## config.mk

```make
export PLATFORM = sky130hd
export DESIGN_NAME = expiring_message_store_core
export DESIGN_NICKNAME = d
export VERILOG_FILES = /design/src/rtl/core/ems_pkg.sv /design/src/rtl/core/ems_slot_ram.sv /design/src/rtl/core/ems_cfg_regs.sv /design/src/rtl/core/ems_ctrl.sv /design/src/rtl/core/expiring_message_store_core.sv
export SDC_FILE = /design/constraint.sdc
export NUM_CORES = 2
export LEC_CHECK = 0
export ABC_CLOCK_PERIOD_IN_PS = 7700
export BUFFER_PORTS_ARGS = -buffer_cell sky130_fd_sc_hd__buf_2
export CORE_AREA = 2 2 437 439
export CTS_CLUSTER_SIZE = 28
export DETAILED_ROUTE_END_ITERATION = 7
export DIE_AREA = 0 0 439 441
export PLACE_DENSITY = 0.81
export SLEW_MARGIN = 10
export SYNTH_ARGS = -nofsm -noshare
export SYNTH_HDL_FRONTEND = slang
export SYNTH_SLANG_ARGS = --single-unit
```

## constraint.sdc

```tcl
create_clock -name i_clk -period 7.7 [get_ports i_clk]
set_clock_uncertainty 0.05 [all_clocks]
set_input_delay 0 -clock i_clk [delete_from_list [all_inputs] [get_ports i_clk]]
set_output_delay 0 -clock i_clk [all_outputs]
set_load 0.03 [all_outputs]
```

## src/rtl/core/ems_pkg.sv

```systemverilog
// Shared types and constants for the expiring message store.
`timescale 1ns / 1ps
package ems_pkg;
    localparam int SLOTS = 16;
    localparam int IDX_W = $clog2(SLOTS);
    localparam int CNT_W = $clog2(SLOTS + 1);

    localparam logic [31:0] BUDGET_RESET   = 32'd5000000;
    localparam logic [31:0] LIFETIME_RESET = 32'd1000;

    typedef enum logic [2:0] {
        ACT_SAVE   = 3'd0,
        ACT_LOOKUP = 3'd1,
        ACT_DELETE = 3'd2,
        ACT_EXPIRE = 3'd3,
        ACT_LIST   = 3'd4
    } t_action;

    typedef enum logic [2:0] {
        ST_STORED    = 3'd0,
        ST_DUPLICATE = 3'd1,
        ST_NO_ROOM   = 3'd2,
        ST_FOUND     = 3'd3,
        ST_NOT_FOUND = 3'd4,
        ST_DONE      = 3'd5,
        ST_LIST_ITEM = 3'd6,
        ST_LIST_EMPTY = 3'd7
    } t_status;

    localparam logic [1:0] REG_BUDGET   = 2'd0;
    localparam logic [1:0] REG_LIFETIME = 2'd1;
    localparam logic [1:0] REG_HOLD     = 2'd2;

    // one slot record: key, size, hops, expiry, purge time, flag
    typedef struct packed {
        logic [31:0] key;
        logic [15:0] size;
        logic [7:0]  hops;
        logic [31:0] expiry;
        logic [31:0] purge;
        logic        flagged;
    } t_slot;

    typedef struct packed {
        logic [2:0]  status;
        logic [4:0]  position;
        logic [31:0] entry_key;
        logic [7:0]  entry_hops;
        logic [31:0] entry_expiry;
        logic [31:0] used_bytes;
        logic [4:0]  entry_count;
        logic        last;
    } t_result;

    typedef enum logic [3:0] {
        S_IDLE,
        S_DUP_RD,
        S_EVICT_RD,
        S_EVICT_DEL,
        S_FILTER_RD,
        S_APPEND,
        S_LOOK_RD,
        S_LIST_RD,
        S_RESULT
    } t_state;
endpackage

```

## src/rtl/core/ems_slot_ram.sv

```systemverilog
// Slot memory: one write port, one registered read port.
`timescale 1ns / 1ps
module ems_slot_ram (
    input  logic                       i_clk,
    input  logic                       i_we,
    input  logic [ems_pkg::IDX_W-1:0]  i_waddr,
    input  ems_pkg::t_slot             i_wdata,
    input  logic [ems_pkg::IDX_W-1:0]  i_raddr,
    output ems_pkg::t_slot             o_rdata
);
    import ems_pkg::*;

    t_slot r_mem [SLOTS];
    t_slot r_rdata;

    always_ff @(posedge i_clk) begin
        if (i_we) begin
            r_mem[i_waddr] <= i_wdata;
        end
        r_rdata <= r_mem[i_raddr];
    end

    assign o_rdata = r_rdata;
endmodule

```

## src/rtl/core/ems_cfg_regs.sv

```systemverilog
// APB configuration registers.
`timescale 1ns / 1ps
module ems_cfg_regs (
    input  logic        i_clk,
    input  logic        i_rst_n,
    input  logic        psel,
    input  logic        penable,
    input  logic        pwrite,
    input  logic [3:0]  paddr,
    input  logic [31:0] pwdata,
    output logic [31:0] prdata,
    output logic        pready,
    output logic [31:0] o_budget,
    output logic [31:0] o_lifetime,
    output logic [31:0] o_hold
);
    import ems_pkg::*;

    logic [31:0] r_budget, r_lifetime, r_hold;
    logic        wr;
    logic [1:0]  idx;

    assign pready = 1'b1;
    assign wr     = psel & penable & pwrite;
    assign idx    = paddr[3:2];

    always_ff @(posedge i_clk) begin
        if (!i_rst_n) begin
            r_budget   <= BUDGET_RESET;
            r_lifetime <= LIFETIME_RESET;
            r_hold     <= '0;
        end else if (wr && paddr[1:0] == 2'b00) begin
            case (idx)
                REG_BUDGET:   r_budget   <= pwdata;
                REG_LIFETIME: r_lifetime <= pwdata;
                REG_HOLD:     r_hold     <= pwdata;
                default: ;
            endcase
        end
    end

    always_comb begin
        case (idx)
            REG_BUDGET:   prdata = r_budget;
            REG_LIFETIME: prdata = r_lifetime;
            REG_HOLD:     prdata = r_hold;
            default:      prdata = '0;
        endcase
    end

    assign o_budget   = r_budget;
    assign o_lifetime = r_lifetime;
    assign o_hold     = r_hold;
endmodule

```

## src/rtl/core/ems_ctrl.sv

```systemverilog
// Action sequencer: scans the slot memory, compacts in place, emits results.
`timescale 1ns / 1ps
module ems_ctrl (
    input  logic                      i_clk,
    input  logic                      i_rst_n,
    input  logic                      i_in_valid,
    output logic                      o_in_ready,
    input  logic [2:0]                i_action,
    input  logic [31:0]               i_key,
    input  logic [31:0]               i_now,
    input  logic [15:0]               i_payload_bytes,
    input  logic [7:0]                i_hop_count,
    input  logic                      i_reached_gateway,
    input  logic [7:0]                i_hop_limit,
    input  logic [31:0]               i_budget,
    input  logic [31:0]               i_lifetime,
    input  logic [31:0]               i_hold,
    output logic                      o_out_valid,
    input  logic                      i_out_ready,
    output ems_pkg::t_result          o_result,
    output logic                      o_we,
    output logic [ems_pkg::IDX_W-1:0] o_waddr,
    output ems_pkg::t_slot            o_wdata,
    output logic [ems_pkg::IDX_W-1:0] o_raddr,
    input  ems_pkg::t_slot            i_rdata
);
    import ems_pkg::*;

    t_state r_state, n_state;
    logic [2:0]  r_act;
    logic [31:0] r_key, r_now;
    logic [15:0] r_size;
    logic [7:0]  r_hops, r_limit;
    logic        r_gw;

    logic [CNT_W-1:0] r_count, n_count;
    logic [31:0]      r_bytes, n_bytes;
    // scan pointers: r_rd slot being read (data valid next cycle), r_wr compaction target
    logic [CNT_W-1:0] r_rd, n_rd;
    logic [CNT_W-1:0] r_wr, n_wr;
    logic             r_pend, n_pend;     // read data for slot r_rd-1 arrives this cycle
    logic             r_hit, n_hit;
    logic [CNT_W-1:0] r_vic, n_vic;
    logic [31:0]      r_vexp, n_vexp;
    logic             r_has, n_has;

    t_result r_res, n_res;
    t_result r_buf, n_buf;            // list: selected item waiting for its last flag
    logic    r_ovalid, n_ovalid;
    logic    r_done, n_done;          // after result, return to idle

    logic [CNT_W-1:0] cur;
    logic             keep, drop;

    assign cur = r_rd - CNT_W'(1);

    always_ff @(posedge i_clk) begin
        if (!i_rst_n) begin
            r_state  <= S_IDLE;
            r_count  <= '0;
            r_bytes  <= '0;
            r_ovalid <= 1'b0;
            r_rd <= '0; r_wr <= '0; r_pend <= 1'b0; r_hit <= 1'b0;
            r_vic <= '0; r_vexp <= '0; r_has <= 1'b0; r_done <= 1'b0;
        end else begin
            r_state  <= n_state;
            r_count  <= n_count;
            r_bytes  <= n_bytes;
            r_ovalid <= n_ovalid;
            r_rd <= n_rd; r_wr <= n_wr; r_pend <= n_pend; r_hit <= n_hit;
            r_vic <= n_vic; r_vexp <= n_vexp; r_has <= n_has; r_done <= n_done;
        end
    end

    always_ff @(posedge i_clk) begin
        r_res <= n_res;
        r_buf <= n_buf;
        if (i_in_valid && o_in_ready) begin
            r_act <= i_action; r_key <= i_key; r_now <= i_now;
            r_size <= i_payload_bytes; r_hops <= i_hop_count;
            r_gw <= i_reached_gateway; r_limit <= i_hop_limit;
        end
    end

    function automatic t_result mk(input logic [2:0] st, input logic [4:0] pos,
                                   input logic h, input t_slot s,
                                   input logic [31:0] b, input logic [CNT_W-1:0] c,
                                   input logic l);
        t_result r;
        r.status       = st;
        r.position     = pos;
        r.entry_key    = h ? s.key : '0;
        r.entry_hops   = h ? s.hops : '0;
        r.entry_expiry = h ? s.expiry : '0;
        r.used_bytes   = b;
        r.entry_count  = 5'(c);
        r.last         = l;
        return r;
    endfunction

    assign o_in_ready  = (r_state == S_IDLE) && !r_ovalid;
    assign o_out_valid = r_ovalid;
    assign o_result    = r_res;

    always_comb begin
        n_state = r_state; n_count = r_count; n_bytes = r_bytes;
        n_rd = r_rd; n_wr = r_wr; n_pend = 1'b0; n_hit = r_hit;
        n_vic = r_vic; n_vexp = r_vexp; n_has = r_has;
        n_res = r_res; n_buf = r_buf; n_ovalid = r_ovalid; n_done = r_done;
        o_we = 1'b0; o_waddr = r_wr[IDX_W-1:0]; o_wdata = i_rdata;
        o_raddr = r_rd[IDX_W-1:0];
        keep = 1'b1; drop = 1'b0;
        if (r_ovalid && i_out_ready) n_ovalid = 1'b0;

        case (r_state)
            S_IDLE: begin
                if (i_in_valid && o_in_ready) begin
                    n_rd = '0; n_wr = '0; n_hit = 1'b0; n_has = 1'b0;
                    case (i_action)
                        ACT_SAVE:   n_state = S_DUP_RD;
                        ACT_LOOKUP, ACT_DELETE, ACT_EXPIRE: n_state = S_FILTER_RD;
                        ACT_LIST:   n_state = S_LIST_RD;
                        default: begin
                            n_res = mk(ST_DONE, '0, 1'b0, i_rdata, r_bytes, r_count, 1'b1);
                            n_ovalid = 1'b1;
                        end
                    endcase
                end
            end
            // duplicate check: read all slots, compare keys
            S_DUP_RD: begin
                if (r_pend && i_rdata.key == r_key) n_hit = 1'b1;
                if (r_rd < r_count) begin
                    n_rd = r_rd + CNT_W'(1); n_pend = 1'b1;
                end else if (!r_pend) begin
                    if (r_hit) begin
                        n_res = mk(ST_DUPLICATE, '0, 1'b0, i_rdata, r_bytes, r_count, 1'b1);
                        n_state = S_RESULT;
                    end else if (i_budget != '0 && r_count != '0 &&
                                 ({1'b0, r_bytes} + 33'(r_size)) > {1'b0, i_budget}) begin
                        n_rd = '0; n_has = 1'b0; n_state = S_EVICT_RD;
                    end else begin
                        n_rd = '0; n_wr = '0; n_state = S_FILTER_RD;
                    end
                end
            end
            // earliest expiry, first one wins on ties
            S_EVICT_RD: begin
                if (r_pend && (!r_has || i_rdata.expiry < r_vexp)) begin
                    n_has = 1'b1; n_vic = cur; n_vexp = i_rdata.expiry;
                end
                if (r_rd < r_count) begin
                    n_rd = r_rd + CNT_W'(1); n_pend = 1'b1;
                end else if (!r_pend) begin
                    n_rd = '0; n_wr = '0; n_state = S_EVICT_DEL;
                end
            end
            // compaction pass dropping only the victim
            S_EVICT_DEL: begin
                if (r_pend) begin
                    if (cur == r_vic) begin
                        n_bytes = r_bytes - 32'(i_rdata.size);
                    end else begin
                        o_we = 1'b1; n_wr = r_wr + CNT_W'(1);
                    end
                end
                if (r_rd < r_count) begin
                    n_rd = r_rd + CNT_W'(1); n_pend = 1'b1;
                end else if (!r_pend) begin
                    n_count = r_count - CNT_W'(1);
                    n_rd = '0; n_wr = '0; n_state = S_FILTER_RD;
                end
            end
            // purge / delete / expire: one compaction pass with a per-action drop test
            S_FILTER_RD: begin
                if (r_pend) begin
                    case (r_act)
                        ACT_EXPIRE: drop = i_rdata.expiry < r_now;
                        ACT_DELETE: drop = (i_rdata.flagged && i_rdata.purge < r_now) ||
                                           i_rdata.key == r_key;
                        default:    drop = i_rdata.flagged && i_rdata.purge < r_now;
                    endcase
                    keep = !drop;
                    if (r_act == ACT_DELETE && i_rdata.key == r_key &&
                        !(i_rdata.flagged && i_rdata.purge < r_now)) n_hit = 1'b1;
                    if (keep) begin
                        o_we = 1'b1; n_wr = r_wr + CNT_W'(1);
                    end else begin
                        n_bytes = r_bytes - 32'(i_rdata.size);
                    end
                end
                if (r_rd < r_count) begin
                    n_rd = r_rd + CNT_W'(1); n_pend = 1'b1;
                end else if (!r_pend) begin
                    n_count = r_wr;
                    case (r_act)
                        ACT_SAVE: n_state = S_APPEND;
                        ACT_LOOKUP: begin
                            n_rd = '0; n_state = S_LOOK_RD;
                        end
                        ACT_DELETE: begin
                            n_res = mk(r_hit ? ST_DONE : ST_NOT_FOUND, '0, 1'b0, i_rdata,
                                       r_bytes, r_wr, 1'b1);
                            n_state = S_RESULT;
                        end
                        default: begin
                            n_res = mk(ST_DONE, '0, 1'b0, i_rdata, r_bytes, r_wr, 1'b1);
                            n_state = S_RESULT;
                        end
                    endcase
                end
            end
            S_APPEND: begin
                if (r_count >= CNT_W'(SLOTS)) begin
                    n_res = mk(ST_NO_ROOM, '0, 1'b0, i_rdata, r_bytes, r_count, 1'b1);
                end else begin
                    o_we = 1'b1;
                    o_waddr = r_count[IDX_W-1:0];
                    o_wdata.key = r_key; o_wdata.size = r_size; o_wdata.hops = r_hops;
                    o_wdata.expiry = r_now + i_lifetime;
                    o_wdata.flagged = r_gw;
                    o_wdata.purge = r_gw ? r_now + i_hold : '0;
                    n_count = r_count + CNT_W'(1);
                    n_bytes = r_bytes + 32'(r_size);
                    n_res = mk(ST_STORED, '0, 1'b0, i_rdata, n_bytes, n_count, 1'b1);
                end
                n_state = S_RESULT;
            end
            S_LOOK_RD: begin
                if (r_pend && i_rdata.key == r_key) begin
                    n_res = mk(ST_FOUND, 5'(r_rd), 1'b1, i_rdata, r_bytes, r_count, 1'b1);
                    n_state = S_RESULT;
                end else if (r_rd < r_count) begin
                    n_rd = r_rd + CNT_W'(1); n_pend = 1'b1;
                end else if (!r_pend) begin
                    n_res = mk(ST_NOT_FOUND, 5'(r_count), 1'b0, i_rdata, r_bytes,
                               r_count, 1'b1);
                    n_state = S_RESULT;
                end
            end
            // list: one read per slot, repeated on a stall; a hit waits in r_buf (r_hit set)
            // until the next hit or the end of the scan, so the final beat can carry last
            S_LIST_RD: begin
                if (r_pend) begin
                    if ({1'b0, i_rdata.hops} + 9'd1 < {1'b0, r_limit}) begin
                        if (r_hit && r_ovalid && !i_out_ready) begin
                            // stall: re-read this slot
                            n_rd = cur;
                        end else begin
                            if (r_hit) begin
                                n_res = r_buf;
                                n_ovalid = 1'b1;
                            end
                            n_buf = mk(ST_LIST_ITEM, 5'(r_rd), 1'b1, i_rdata, r_bytes,
                                       r_count, 1'b0);
                            n_hit = 1'b1;
                        end
                    end
                end else if (r_rd < r_count) begin
                    n_rd = r_rd + CNT_W'(1); n_pend = 1'b1;
                end else if (!r_ovalid || i_out_ready) begin
                    if (r_hit) begin
                        n_res = r_buf;
                        n_res.last = 1'b1;
                    end else begin
                        n_res = mk(ST_LIST_EMPTY, '0, 1'b0, i_rdata, r_bytes, r_count, 1'b1);
                    end
                    n_ovalid = 1'b1;
                    n_state = S_IDLE;
                end
            end
            S_RESULT: begin
                n_ovalid = 1'b1;
                n_state = S_IDLE;
            end
            default: n_state = S_IDLE;
        endcase
    end

`ifndef NO_ASSERTIONS
    a_count_bound: assert property (@(posedge i_clk) disable iff (!i_rst_n)
        r_count <= CNT_W'(SLOTS)) else $error("entry count over capacity");
    a_no_accept_busy: assert property (@(posedge i_clk) disable iff (!i_rst_n)
        (r_state != S_IDLE) |-> !o_in_ready) else $error("accept while busy");
    a_write_in_range: assert property (@(posedge i_clk) disable iff (!i_rst_n)
        o_we |-> (r_state == S_APPEND || r_wr < r_count)) else $error("write past fill");
    a_empty_bytes: assert property (@(posedge i_clk) disable iff (!i_rst_n)
        (r_state == S_IDLE && r_count == '0) |-> r_bytes == '0)
        else $error("bytes held with no entries");
`endif
endmodule

```

## src/rtl/core/expiring_message_store_core.sv

```systemverilog
// Top level of the expiring message store.
`timescale 1ns / 1ps
// Expiring message store: up to 16 descriptors in insertion order in one
// single-port-read slot memory. Each action is a few sequential passes over the
// held entries, at most one slot read per cycle with compaction written back in
// place (list waits for each read's data and re-reads a slot while the receiver
// stalls): save takes a duplicate pass, an optional eviction search and removal
// pass, a purge pass and an append; lookup takes a purge pass and a search pass;
// delete and expire take one pass each; list one pass. One item is worked at a time.
// No clearing pass is needed after reset.
module expiring_message_store_core (
    input  logic        i_clk,
    input  logic        i_rst_n,
    input  logic        s_axis_tvalid,
    output logic        s_axis_tready,
    // action[2:0], key[34:3], now[66:35], payload_bytes[82:67], hop_count[90:83],
    // reached_gateway[91], hop_limit[99:92], zero fill to 104
    input  logic [103:0] s_axis_tdata,
    output logic        m_axis_tvalid,
    input  logic        m_axis_tready,
    // status[2:0], position[7:3], entry_key[39:8], entry_hops[47:40],
    // entry_expiry[79:48], used_bytes[111:80], entry_count[116:112], zero fill to 120
    output logic [119:0] m_axis_tdata,
    output logic        m_axis_tlast,
    input  logic        psel,
    input  logic        penable,
    input  logic        pwrite,
    input  logic [3:0]  paddr,
    input  logic [31:0] pwdata,
    output logic [31:0] prdata,
    output logic        pready
);
    import ems_pkg::*;

    logic [31:0] budget, lifetime, hold;
    t_result res;
    logic we;
    logic [IDX_W-1:0] waddr, raddr;
    t_slot wdata, rdata;

    ems_cfg_regs u_cfg (
        .i_clk, .i_rst_n, .psel, .penable, .pwrite, .paddr, .pwdata, .prdata, .pready,
        .o_budget(budget), .o_lifetime(lifetime), .o_hold(hold)
    );

    ems_slot_ram u_ram (
        .i_clk, .i_we(we), .i_waddr(waddr), .i_wdata(wdata),
        .i_raddr(raddr), .o_rdata(rdata)
    );

    ems_ctrl u_ctrl (
        .i_clk, .i_rst_n,
        .i_in_valid(s_axis_tvalid), .o_in_ready(s_axis_tready),
        .i_action(s_axis_tdata[2:0]), .i_key(s_axis_tdata[34:3]),
        .i_now(s_axis_tdata[66:35]), .i_payload_bytes(s_axis_tdata[82:67]),
        .i_hop_count(s_axis_tdata[90:83]), .i_reached_gateway(s_axis_tdata[91]),
        .i_hop_limit(s_axis_tdata[99:92]),
        .i_budget(budget), .i_lifetime(lifetime), .i_hold(hold),
        .o_out_valid(m_axis_tvalid), .i_out_ready(m_axis_tready), .o_result(res),
        .o_we(we), .o_waddr(waddr), .o_wdata(wdata), .o_raddr(raddr), .i_rdata(rdata)
    );

    assign m_axis_tdata = {3'b000, res.entry_count, res.used_bytes, res.entry_expiry,
                           res.entry_hops, res.entry_key, res.position, res.status};
    assign m_axis_tlast = res.last;
endmodule
```

Yosys cells after proc, flatten, opt, wreduce, memory -nomap -nowiden:

Memory sizes are Yosys's and may differ from the RTL's. A register that Yosys moved wholly into a read port is not among the register bits.
Cells that the tools add are included.
Widths: inputs -> output; s select.

* bits in registers: 520
* memory bits (writable): 1936
* output and inout port bits: 156
* memories kept: 1

* add/subtract/negate cells: 11
* magnitude comparators: 7
* equal/unequal tests: 64
* multiplexer cells: 125
* bitwise logic cells: 3
* reductions and logical operators: 51

Memory list
* u_ram.r_mem: words 16, width 121, read ports 1, clocked after Yosys merged registers in 1, write ports 1, RTL line ems_slot_ram.sv:13 `t_slot r_mem [SLOTS];`

Operator list (number)
* $mux 118: 16
* $pmux 118 s6: 1
* $mux 121: 2
* $pmux 118 s2: 1
* $mux 32: 6
* $pmux 32 s3: 2
* $mux 5: 30
* $mux 117: 1
* $mux 116: 1
* $lt 32x32->1: 3
* $mux 4: 18
* $add 32x32->32: 2
* $ne 2x2->1 const B: 18
* $mux 1: 34
* $add 32x16->33: 1
* $gt 33x32->1: 1
* $add 32x16->32: 1
* $eq 32x32->1: 1
* $pmux 4 s8: 1
* $reduce_bool 32->1: 1
* $sub 32x16->32: 1
* $ne 3x3->1 const B: 10
* $pmux 5 s6: 1
* $ne 2x1->1 const B: 13
* 51 further kinds: 95

Logic depth before layout (Yosys ltp):

* depth in word-level cells: 11
* mapped depth: 23
* mapped depth without buffers: 22

Cells and area by module:

From an unflattened synthesis, not the netlist that was laid out.

* cells, all modules: 6298
* area, all modules: 105488.7 µm²

By module, submodules not included
* ems_slot_ram: times used 1, cells each 3092, area each 74682.9 µm²
* ems_ctrl: times used 1, cells each 2722, area each 26461.6 µm²
* ems_cfg_regs: times used 1, cells each 480, area each 4317.9 µm²
* expiring_message_store_core: times used 1, cells each 4, area each 26.3 µm²

Worst setup path before layout:

OpenSTA, ideal clock, no wires.

* path kind: reg2reg
* from: register u_ctrl.r_rd[0]
* to: memory u_ram.r_mem[7][0] (netlist name), enable pin
* arrival time: 7.800 ns
* required time: 7.047 ns
* slack: -0.753 ns
* cell stages (with the launch flop): 13
* buffers on the path: 3
* period minus slack after synthesis: 8.453 ns
* cell sequence: dfxtp_1 clkbuf_1 clkbuf_1 clkbuf_1 inv_1 ha_1 nor3b_1 xor2_1 xnor2_1 a31oi_1 a31oi_1 o32a_1 nor2_1

* cells in the longest elaborated chain, start to end: 7

RTL lines
* from (decl): RTL line ems_ctrl.sv:39 `logic [CNT_W-1:0] r_rd, n_rd;`
* from (signal assigned): RTL line ems_ctrl.sv:70 `r_rd <= n_rd; r_wr <= n_wr; r_pend <= n_pend; r_hit <= n_hit;`
* $sub 5x1->5: RTL line ems_ctrl.sv:55 `assign cur = r_rd - CNT_W'(1);`
* named net u_ctrl.cur[0]: RTL line ems_ctrl.sv:52 `logic [CNT_W-1:0] cur;`
* $eq 5x5->1: RTL line ems_ctrl.sv:161 `if (cur == r_vic) begin`
* $mux 1: RTL line ems_ctrl.sv:161
* $mux 1: RTL line ems_ctrl.sv:160 `if (r_pend) begin`
* $pmux 1 s3: RTL line ems_ctrl.sv:115 `case (r_state)`
* $mux 1: RTL line ems_slot_ram.sv:17 `if (i_we) begin`
* $mux 1 (implied by the code): RTL line ems_slot_ram.sv:18 `r_mem[i_waddr] <= i_wdata;`
* to (decl): RTL line ems_slot_ram.sv:13

The timed path passes the listed nets, and every way through them passes these cells.

Worst setup path after layout:

* from: register u_ctrl.r_bytes[0]
* to: register u_ctrl.r_wr[0]

* cells in the longest elaborated chain, start to end: 5

RTL lines
* from (decl): RTL line ems_ctrl.sv:37 `logic [31:0] r_bytes, n_bytes;`
* from (signal assigned): RTL line ems_ctrl.sv:68 `r_bytes <= n_bytes;`
* $add 32x16->33: RTL line ems_ctrl.sv:140 `({1'b0, r_bytes} + 33'(r_size)) > {1'b0, i_budget}) begin`
* $gt 33x32->1: RTL line ems_ctrl.sv:140
* $logic_and 1x1->1: RTL line ems_ctrl.sv:139 `end else if (i_budget != '0 && r_count != '0 &&`
* $ne 2x2->1 (no source line)
* $reduce_and 10->1 (no source line)
* to (signal assigned): RTL line ems_ctrl.sv:70
* to (decl): RTL line ems_ctrl.sv:40 `logic [CNT_W-1:0] r_wr, n_wr;`

Every way passes these cells.
A chain may end at the register's enable or synchronous reset.

==> impl_results.md <==
- Status: finished, violations left
- Failing checks: design-rule violations
- Sequential share of power: 43.2%
- Slew headroom: 14.6%
- Sequential cell area: 74300 sq um
- Power Density: 364 nW/um^2
- Reg2reg start: u_ctrl.r_bytes[0]
- Fmax: 168 MHz
- Final hold viol count: 0
- Total CTS buffers: 235
- Gate power share: 29.1%
- Placed cells: 8728
- Hold depth: 4
- CP max stage cell: nor3_1
- Synth unique cells: 92
- Std cell rows: 160
- Vias in the first global route: 63100
- FF-to-FF setup slack: 1.74 ns
- # setup viols final: 0
- Finished Cell Area: 121000 sq um
- Layout cells sized above 1: 21.5%
- Hold Crit Start: pwdata[31]
- Maximum clock path buffer count: 3
- RSZ-0062 raised after global routing: no
- Routed len/inst: 33.1 um
- Worst Path Required: 8.43 ns
- Die span in y: 441 um
- Clock sinks: 2577
- Syn Area/Cell: 17.3 sq um
- Worst Hold Class: in -> reg
- CP top delay family: simple AND/OR/NAND/NOR gates
- Area occupied by multi-input gates: 29300 sq um
- CTS H-tree depth: 4
- Grt ovf: 0
- Sequential fraction of the synthesis area: 70.6%
- Global-route wire length before repair: 447000 um
- Post-synthesis async set-or-reset flop share: 0%
- Initial antenna violation count: 18
- Final Non-Filler Cells: 9460
- Syn Inst Count: 6065
- Crit path DAT: 6.69 ns
- Post-synthesis register bit count: 2577
- Post-placement cell area: 110000 sq um
- Primary FF master, synth: edfxtp_1
- Most common cell after layout, fill and taps aside: edfxtp_1
- DR pass1 iterations: 8
- Cell Chain, Critical Path: ha_1, inv_1, fa_1, nor2b_1, o31a_1, o211ai_1, o211ai_1, a21oi_1, or2_1, nor3_1, xor2_1, ha_1, and4_1, a211oi_1, o31ai_1, o21ai_0, o31ai_1, nand2_1, o211a_1, and2_1, mux2_2
- Min Tclk post-route: 5.96 ns
- Routed wire length: 314000 um
- Critical path peak fanout: 6
- Area of the core: 189000 sq um
- TNS Setup: 0 ns
- Reg-to-reg endpoint: u_ctrl.r_wr[0]
- Worst-Skew Late Latency: 0.90 ns
- Number of synthesized flops with an enable pin: 2268
- Post-CTS sizing: 0
- Final #Nets: 7113
- Max Cap Violations: 0
- Reg clk slew, reported paths: 0.06 ns
- Worst path max stage delay: 0.57 ns
- FILL cells: 12200
- Routed Antenna Nets: 0
- DP HPWL: 173000 um
- CP Launch Type: register
- Clock Power Share: 27.8%
- CP endpoint kind: register
- Largest net degree at the start of global routing: 164
- Area delta synth->final: 15.3%
- PortBufs: 294
- Synth Cell Area: 105000 sq um
- Die width: 439 um
- DR vias/cell: 6.75
- Initial Util: 55.6%
- LEAKAGE: 0.0407 uW
- Die ar.: 194000 sq um
- Peak VDD IR: 0.363 mV
- Vias post-DR: 63900
- DRC: 5
- Io pins: 303
- Gpl congestion: 0.984
- Worst hold endpoint: u_cfg.o_lifetime[31]
- Commonest non-fill, non-tap cells in the layout: edfxtp_1 (2268), mux4_2 (605), nand2_1 (570), dfxtp_1 (306), buf_2 (294)
- Worst slew pin tran: 1.27 ns
- CTS Root Cell: clkbuf_16
- Syn. warnings: 0
- First-iteration detailed-routing DRC count: 10100
- Final worst path period share: 77.4%
- R2R cell count: 21
- Total GRT Usage: 32.2%
- Slew Limit Fails: 0
- CP Buf/Inv Count: 1
- Sw Share: 33.2%
- P_int: 29500 uW
- CTS tree: built
- P_sw: 14700 uW
- Setup CP Type: reg -> reg
power by group through the flow:
stage,Combinational (uW),Sequential (uW),Clock (uW)
final,12800,19100,12300
after global routing,13600,19100,12800
after CTS,12500,19000,12200
after detailed placement,12200,19200,0
after global placement,11800,19200,0
after floorplan,7890,19300,0
worst reg2reg max path: cells and delay by family (launching register included):
family | cells | cell delay (ns)
fa+ha+maj | 3 | 1.03
simple gates | 6 | 1.92
buf+inv | 1 | 0.07
flops | 1 | 0.44
mux | 1 | 0.27
compound gates | 9 | 1.89
xor+xnor | 1 | 0.23
layout make-up:
class                           instances  share of cell area (%)
Antenna cell                           10                  0.0206
Timing Repair Buffer                  724                    4.76
Inverter                              186                   0.590
Tap cell                             2511                    2.59
Clock inverter                        154                    1.44
Multi-Input combinational cell       3001                    24.1
Sequential cell                      2577                    61.3
Clock buffer                          297                    5.19
metal layers:
layer  vias up  track usage (%)  wire, um  part of all wire [%]
met3       993             6.25     34800                    11
li1      25400                -         -                     -
met2      5286             51.4    150000                    48
met4         6             19.4     22400                   7.2
met5         -                0        34                 0.011
met1     32200             41.3    106000                    34
synth_stat cells, types with 6 or more instances:
cell type / count / area share, %
nand3_1: 53 / 0.25
a222oi_1: 18 / 0.17
nor2_1: 188 / 0.67
a31oi_1: 24 / 0.14
a21o_1: 65 / 0.46
xnor2_1: 64 / 0.53
or4_1: 6 / 0.043
and3_1: 22 / 0.13
o211ai_1: 29 / 0.21
buf_1: 45 / 0.16
edfxtp_1: 2268 / 65
a221o_1: 9 / 0.086
a22o_1: 76 / 0.63
a21oi_1: 251 / 1.2
a221oi_1: 6 / 0.050
and2_1: 13 / 0.077
nand2b_1: 26 / 0.15
and4_1: 7 / 0.058
nor2b_1: 15 / 0.089
o211a_1: 6 / 0.057
nor3_1: 49 / 0.23
o22ai_1: 9 / 0.054
dfxtp_1: 309 / 5.9
nor4_1: 21 / 0.12
inv_1: 182 / 0.65
a22oi_1: 13 / 0.093
o21ai_0: 221 / 1.1
or3_1: 17 / 0.10
o31ai_1: 15 / 0.11
mux4_2: 605 / 13
mux2i_1: 72 / 0.69
o21bai_1: 8 / 0.057
xor2_1: 82 / 0.68
o21a_1: 24 / 0.17
clkbuf_1: 248 / 0.88
nand4_1: 32 / 0.19
a211oi_1: 33 / 0.24
ha_1: 237 / 2.8
nand2_1: 571 / 2.0
what timing repair did:
action / CTS / global route
endpoints found under the setup margin: 0 / 0
endpoints found under the hold margin: 302 / 0
buffers inserted: 0 / 0
hold buffers: 271 / 0
kinds of logic (layout without fill, tap and decap cells):
| logic type | count (synthesis) | count (layout) | synth area share, % |
|---|---|---|---|
| AOI/OAI and AO/OA | 884 | 884 | 5.44 |
| xor gates and xnor gates | 146 | 146 | 1.22 |
| adders and majority gates | 241 | 241 | 2.90 |
| buffers and inverters | 489 | 1361 | 1.77 |
| DFF | 2577 | 2577 | 70.6 |
| muxes | 678 | 678 | 13.6 |
| other | 2 | 14 | 0.00714 |
| and+or+nand+nor | 1048 | 1048 | 4.39 |
metrics by stage:
stage | setup slack, ns | total power (uW) | utilization, % | hold slack [ns]
final | 1.74 | 44200 | 64.1 | 0.0394
after global routing | 1.38 | 45500 | 64.1 | 0.0242
after CTS | 1.90 | 43700 | 64.1 | 0.000559
after detailed placement | 2.01 | 31400 | 58.4 | 0.128
after global placement | 2.04 | 31000 | 58.4 | 0.127
after floorplan | -0.753 | 27200 | - | 0.0489
worst max path at each step:
| stage | start | end | slack (ns) | cells past startpoint |
|---|---|---|---|---|
| 2_1_floorplan | u_ctrl.r_rd[0] | u_ram.r_mem[7][0] | -0.75 | 12 |
| 3_3_place_gp | u_ctrl.r_size[3] | u_ctrl.r_wr[0] | 2.04 | 20 |
| 3_5_place_dp | u_ctrl.r_bytes[0] | u_ctrl.r_wr[0] | 2.01 | 21 |
| 4_1_cts | u_ctrl.r_bytes[0] | u_ctrl.r_wr[0] | 1.90 | 21 |
| 5_1_grt | u_ctrl.r_bytes[0] | u_ctrl.r_wr[0] | 1.38 | 21 |
| 6_report | u_ctrl.r_bytes[0] | u_ctrl.r_wr[0] | 1.74 | 21 |
flip-flops by register name (all words and copies together) (netlist names), 114 cells and up:
signal,cells
u_ram.r_mem,1936
u_ram.o_rdata,121
u_ctrl.o_result,118
u_ctrl.r_buf,114
Power figures use the tool's default switching activity.
